<file path="src/rtl/core/token_bucket_rate_limiter_assert.svh">
// ----------------------------------------------------------------------------
// Token bucket rate limiter assertion macros
// Shorthand for clocked checks on clk, switched off while rst is high.
// ----------------------------------------------------------------------------
`ifndef TOKEN_BUCKET_RATE_LIMITER_ASSERT_SVH
`define TOKEN_BUCKET_RATE_LIMITER_ASSERT_SVH

// The consequent must hold in the same cycle as the antecedent.
`define TBRL_ASSERT_SAME(label, ante, cons, msg) \
  label: assert property (@(posedge clk) disable iff (rst) (ante) |-> (cons)) \
    else $error(msg);

// The consequent must hold in the cycle after the antecedent.
`define TBRL_ASSERT_NEXT(label, ante, cons, msg) \
  label: assert property (@(posedge clk) disable iff (rst) (ante) |=> (cons)) \
    else $error(msg);

`endif

</file>
<file path="src/rtl/core/tbrl_pkg.sv">
// ----------------------------------------------------------------------------
// Token bucket rate limiter package
// Shared widths, payload and control types, codes and a helper function.
// ----------------------------------------------------------------------------
package tbrl_pkg;

  localparam int NUM_BUCKETS = 64;
  localparam int BUCKET_AW   = (NUM_BUCKETS > 1) ? $clog2(NUM_BUCKETS) : 1;
  // Wide enough to hold any bucket count up to 4096 for the range check.
  localparam int IDX_CMP_W   = 13;

  localparam int OP_W       = 2;
  localparam int IDX_W      = 6;
  localparam int TIME_W     = 48;
  localparam int CAP_W      = 24;
  localparam int RATE_W     = 16;
  localparam int CNT_W      = 32;
  localparam int CFG_IDX_W  = 1;
  localparam int CFG_DATA_W = 24;

  localparam int MS_PER_SECOND = 1000;

  // Elapsed time saturates here; beyond it any non-zero rate fills the bucket.
  localparam int ELAPSED_W = 34;
  localparam int SCALED_W  = ELAPSED_W + RATE_W;
  // A scaled value at or above this gives a refill of at least 2^CAP_W tokens.
  localparam longint unsigned SCALED_LIMIT = 64'(MS_PER_SECOND) << CAP_W;

  // Division by 1000 is a shift by three followed by a reciprocal multiply
  // for 125, exact for every dividend below 2^31.
  localparam int DIV_SHIFT   = 3;
  localparam int QUOT_IN_W   = ELAPSED_W - DIV_SHIFT;
  localparam int RECIP_W     = 29;
  localparam logic [RECIP_W-1:0] RECIP_125 = 29'h10624DD3;
  localparam int RECIP_SHIFT = 35;
  localparam int RECIP_PROD_W = QUOT_IN_W + RECIP_W;
  localparam int ADD_W       = CAP_W + 1;
  localparam int SUM_W       = CAP_W + 2;

  localparam logic [CAP_W-1:0]  CAPACITY_RESET = 24'd100;
  localparam logic [RATE_W-1:0] REFILL_RESET   = 16'd10;

  localparam logic [CFG_IDX_W-1:0] REG_CAPACITY = 1'b0;
  localparam logic [CFG_IDX_W-1:0] REG_REFILL   = 1'b1;

  typedef enum logic [OP_W-1:0] {
    OP_CONSUME = 2'd0,
    OP_PEEK    = 2'd1,
    OP_RESET   = 2'd2
  } opcode_t;

  typedef struct packed {
    logic [OP_W-1:0]   opcode;
    logic [IDX_W-1:0]  bucket_index;
    logic [TIME_W-1:0] now_ms;
    logic [CAP_W-1:0]  tokens_wanted;
  } req_t;

  typedef struct packed {
    logic              granted;
    logic [CAP_W-1:0]  tokens_left;
    logic [CNT_W-1:0]  request_total;
    logic [CNT_W-1:0]  grant_total;
    logic [CNT_W-1:0]  reject_total;
  } rsp_t;

  typedef struct packed {
    logic [CAP_W-1:0]  level;
    logic [TIME_W-1:0] stamp;
    logic [CNT_W-1:0]  seen;
    logic [CNT_W-1:0]  granted;
    logic [CNT_W-1:0]  refused;
  } bucket_entry_t;

  localparam int ENTRY_W = $bits(bucket_entry_t);

  typedef enum logic [1:0] {
    ST_IDLE,
    ST_SCALE,
    ST_DIVIDE,
    ST_COMMIT
  } tbrl_state_t;

  typedef struct packed {
    logic accept;
    logic scale;
    logic divide;
    logic commit;
  } tbrl_cmd_t;

  typedef struct packed {
    logic out_room;
  } tbrl_status_t;

  function automatic logic [CNT_W-1:0] sat_inc(input logic [CNT_W-1:0] v);
    return (v == '1) ? v : v + CNT_W'(1);
  endfunction

endpackage

</file>
<file path="src/rtl/core/tbrl_ctrl.sv">
// ----------------------------------------------------------------------------
// Token bucket rate limiter controller
// Steps one item through fetch, scaling, division and commit.
// ----------------------------------------------------------------------------
module tbrl_ctrl (
  input  logic                  clk,
  input  logic                  rst,
  input  logic                  req_valid,
  output logic                  req_stall,
  input  tbrl_pkg::tbrl_status_t status,
  output tbrl_pkg::tbrl_cmd_t   cmd
);
  import tbrl_pkg::*;

  tbrl_state_t state;
  tbrl_state_t state_next;

  always_ff @(posedge clk) begin
    if (rst) begin
      state <= ST_IDLE;
    end else begin
      state <= state_next;
    end
  end

  always_comb begin
    state_next = state;
    unique case (state)
      ST_IDLE: begin
        if (req_valid) begin
          state_next = ST_SCALE;
        end
      end
      ST_SCALE:  state_next = ST_DIVIDE;
      ST_DIVIDE: state_next = ST_COMMIT;
      ST_COMMIT: begin
        // Hold until the result register can take the new item.
        if (status.out_room) begin
          state_next = ST_IDLE;
        end
      end
      default: state_next = ST_IDLE;
    endcase
  end

  always_comb begin
    req_stall  = 1'b1;
    cmd        = '0;
    unique case (state)
      ST_IDLE: begin
        req_stall  = 1'b0;
        cmd.accept = req_valid;
      end
      ST_SCALE:  cmd.scale  = 1'b1;
      ST_DIVIDE: cmd.divide = 1'b1;
      ST_COMMIT: cmd.commit = status.out_room;
      default: cmd = '0;
    endcase
  end

endmodule

</file>
<file path="config.mk">
export PLATFORM = sky130hd
export DESIGN_NAME = tbrl_ctrl
export DESIGN_NICKNAME = d
export VERILOG_FILES = /design/src/rtl/core/token_bucket_rate_limiter_assert.svh /design/src/rtl/core/tbrl_pkg.sv /design/src/rtl/core/tbrl_ctrl.sv
export SDC_FILE = /design/constraint.sdc
export NUM_CORES = 1
export LEC_CHECK = 0
export ABC_CLOCK_PERIOD_IN_PS = 1500
export BUFFER_PORTS_ARGS = -buffer_cell sky130_fd_sc_hd__buf_2
export CORE_AREA = 4 4 41 43
export CTS_BUF_LIST = sky130_fd_sc_hd__clkbuf_4 sky130_fd_sc_hd__clkbuf_8 sky130_fd_sc_hd__clkbuf_16
export DETAILED_ROUTE_END_ITERATION = 6
export DIE_AREA = 0 0 45 47
export GPL_TIMING_DRIVEN = 0
export SYNTH_ARGS = -nofsm -noshare
export SYNTH_HDL_FRONTEND = slang
export SYNTH_SLANG_ARGS = --single-unit
</file>
<file path="constraint.sdc">
create_clock -name clk -period 1.5 [get_ports clk]
set_input_delay 0.375 -clock clk [delete_from_list [all_inputs] [get_ports clk]]
set_output_delay 0.375 -clock clk [all_outputs]
set_load 0.02 [all_outputs]
</file>
* Word level (Yosys, flattened, before mapping)
Cells that the tools add are included.
** Word-level totals
- Flip-flop bits (word level) :: 2
- Output and inout port bits :: 5
** Operators by class
- Equality and inequality tests :: 5
- Multiplexer cells :: 8
- Reduce and logical (&&, ||, !) cells :: 2
** Operators with widths (number)
- $pmux W2 S4 :: 1
- $mux W1 :: 5
- $eq A2 B2 Y1 const B :: 2
- $mux W2 :: 2
- $ne A2 B2 Y1 const B :: 2
- $eq A2 B1 Y1 const B :: 1
- $logic_not A2 Y1 :: 1
- $reduce_and A2 Y1 :: 1

* Depth between registers and ports, before layout
- Word-level depth :: 3
- Depth in mapped cells :: 5

* Worst setup path after synthesis
Ideal clock, no wire load.
- Path kind :: reg-to-reg
- From :: register state[0]
- To :: register state[0]
- Library setup time :: 70 ps
- Data arrival time :: 1263 ps
- Data required time :: 1430 ps
- Slack :: 167 ps
- Cell stages (with the launch flop) :: 6
- Buffers on the path :: 0
- Cell sequence :: dfxtp_1 inv_1 ha_1 nor2b_2 or3_1 a21oi_1
** Between the ends
- Longest elaborated chain between the ends :: 3
- Elaborated cells between the ends (all ways) :: 8
** RTL lines
- from (decl) :: RTL line tbrl_ctrl.sv:15 : tbrl_state_t state;
- from (signal assigned) :: RTL line tbrl_ctrl.sv:22 : state <= state_next;
- $eq A2 B2 Y1 / $logic_not A2 Y1 (equally long branches) :: RTL line tbrl_ctrl.sv:28 : unique case (state)
- $ne A2 B2 Y1 (no line)
- $reduce_and A2 Y1 (no line)
Parallel ways exist; a longest one is shown, timed or not.
A chain may end at the register's enable or synchronous reset.

==> out/metrics.cfg <==
[pwr]
p_clk_share_pct = 17.2
switching_share_pct = 42.08
combPwrFrac_pct = 65.4
switching_power_mw = 0.2811
p_seq_share_pct = 17.4
ir_drop_mv = 0.3887
internal_power_mw = 0.3869
power.density_nw_per_um2 = 2170
leakage_nw = 0.1515

[sta]
rsz0062_at_grt = false
fin_ws_ns = 0.03990
period_needed_ns = 1.460
hold_ws_ns = 0.3178
tightest_slew_ns = 0.2130
max_freq_ghz = 0.6849
drv_slew = 0
fin_crit_sh_pct = 97.34
setup_viol = 0
slew_headroom_pct = 85.80
fin_skew_ns = 0.0004311
tns_ns = 0
hold_viol_final = 0

[cts]
cts.sinks = 2
cts_made_buffers = 3
cts_hold_buf = 0
cts-root-buf = clkbuf_4
cts_tree = done
clk_pin_slew_worst_paths_ns = 0.03
clock_latency_ns = 0.22
cts_max_level = 1
cts_buffer_depth = 2

[floorplanning]
io-pin-count = 9
core-area_um2 = 1301
rows = 13
die_y_um = 47
initial_core_util_pct = 15.77
die_area_um2 = 2115
die_w_um = 45

[cells_and_area]
largest_register = state
fin_cells = 48
nFillCells = 149
multi_input_area_um2 = 156.4
seq_area_um2 = 45.04
diodes = 0
largest_register_ffs = 2
final_cell_mix = buf_2, ha_1, clkbuf_4
fin_nets = 44
layout-drive-gt1-share_pct = 63.64
area_growth_pct = 50.00
reg_top3 = state: 2 flops
layout_commonest_cell = buf_2

[drt]
wl_per_cell_um = 8.188
final_antenna_net_count = 0
drcViolationCount = 0
vias_per_cell = 3.688
first_iter_violations = 1
drt-total-wl_um = 393
drt-pass1-iter-count = 2
vias = 177

[synth]
synth.avg_cell_area_um2 = 9.771
yosysTopAreaCell = ha_1
yosysTopAreaCellShare_pct = 30.49
synth-compound-area-share_pct = 9.756
synth_fa_ha_area_share_pct = 30.49
synth-xor-area-share_pct = 0
synthMuxAreaShare_pct = 0
ys.warnings.count = 0
synth_top_family_by_area = simple AND/OR/NAND/NOR gates
synth_cells = 21
synth_area_leaders = ha_1, dfxtp_1, nor2_8, nor2b_4, inv_1
ys_seq_area_share_pct = 19.51
synth.distinct_cells = 12
yosys.area_share.simple_pct = 34.76
syn_area_um2 = 205.2
ys_ff_latch = 2
synth_nets = 30

[setup_path]
r2r_start = state[0]
cp.required_ns = 1.12
crit_path_cell_trace = inv_2 > ha_2 > and2_2 > buf_6
slowest_stage = dfxtp_2
slowest_delay_ns = 0.34
cp.arrival_ns = 1.09
cp_max_fo = 3
crit_start = state[0]
start_kind = flop
path_class = flop to output pin
end_kind = output pin

[global_routing]
grtUsageTotal_pct = 4.886
grt_antenna_before_repair = 0
grt_pass1_wl_um = 648
grt_max_degree = 5
grt_pass1_vias = 183
grt_overflow = 0

[worst_hold_path]
min_path_type = primary input to flop
hp-start = rst

[flow_run]
drv_cap = 0

[place]
place_ws_ns = 0.05575
place.gp.congestion = 0.6505
post-place-cells = 44
portBuffers = 8

[outcome]
status = complete, no violations

## kinds of logic after synthesis
kind of cell | after synthesis
buf+inv | 3
simple gates | 7
compound gates | 4
flops | 2
fa+ha+maj | 5
## stage by stage
| stage | instance area, µm² | total power [mW] | utilization, % |
|---|---|---|---|
| floorplan | 205.2 | 0.4208 | - |
| global placement | 264.0 | 0.5014 | 20.29 |
| detailed placement | 264.0 | 0.5118 | 20.29 |
| CTS | 299.0 | 0.6611 | 22.98 |
| global route | 307.8 | 0.7222 | 23.65 |
| finish | 307.8 | 0.6680 | 23.65 |
## timing repair
item,in CTS,in global routing
pin swaps,0,0
buffers inserted,1,0
endpoints found under the setup margin,2,2
gates resized for setup,3,5
## worst paths after layout
check                           endpoint  slack (ns)  cells after the start
worst max-delay path              cmd[3]        0.04                      4
worst min-delay path            state[0]        0.32                      2
worst max register to register  state[0]        0.18                      5
worst min register to register  state[1]        0.52                      2
## critical path: cells and delay by family, from the launching register on
family | cells | cell delay [ns]
and+or+nand+nor | 1 | 0.17
adders and majority gates | 1 | 0.18
DFF | 1 | 0.34
buffers and inverters | 2 | 0.18
## synth_stat cells
| master | n |
|---|---|
| a21oi_1 | 2 |
| nor2b_4 | 1 |
| and2_1 | 1 |
| nor2_8 | 1 |
| dfxtp_1 | 2 |
| nor2b_2 | 1 |
| o21ai_1 | 2 |
| inv_1 | 3 |
| or3b_1 | 1 |
| and2_2 | 1 |
| or3_1 | 1 |
| ha_1 | 5 |
## power groups by stage
| stage | sequential (mW) | combinational, mW | clock, mW |
|---|---|---|---|
| after floorplan | 0.0983 | 0.322 | 0 |
| after global placement | 0.105 | 0.396 | 0 |
| after detailed placement | 0.105 | 0.406 | 0 |
| after CTS | 0.108 | 0.431 | 0.122 |
| after global routing | 0.122 | 0.476 | 0.124 |
| final | 0.116 | 0.437 | 0.115 |
## area by class of cell
type                            count  share of cell area, %
Inverter                            3                  3.659
Sequential cell                     2                  14.63
Tap cell                           15                  6.098
Multi-Input combinational cell     16                  50.81
Timing Repair Buffer                9                  17.48
Clock buffer                        3                  7.317
## metal layers
metal / track usage, % / up-vias / routed length, µm
met1: 3.612 / 77 / 129
met2: 7.910 / 7 / 219
met5: 0 / - / 0
li1: - / 93 / -
met4: 7.018 / 0 / 0
met3: 2.299 / 0 / 43
No activity file was read; power rests on OpenSTA's default activity.
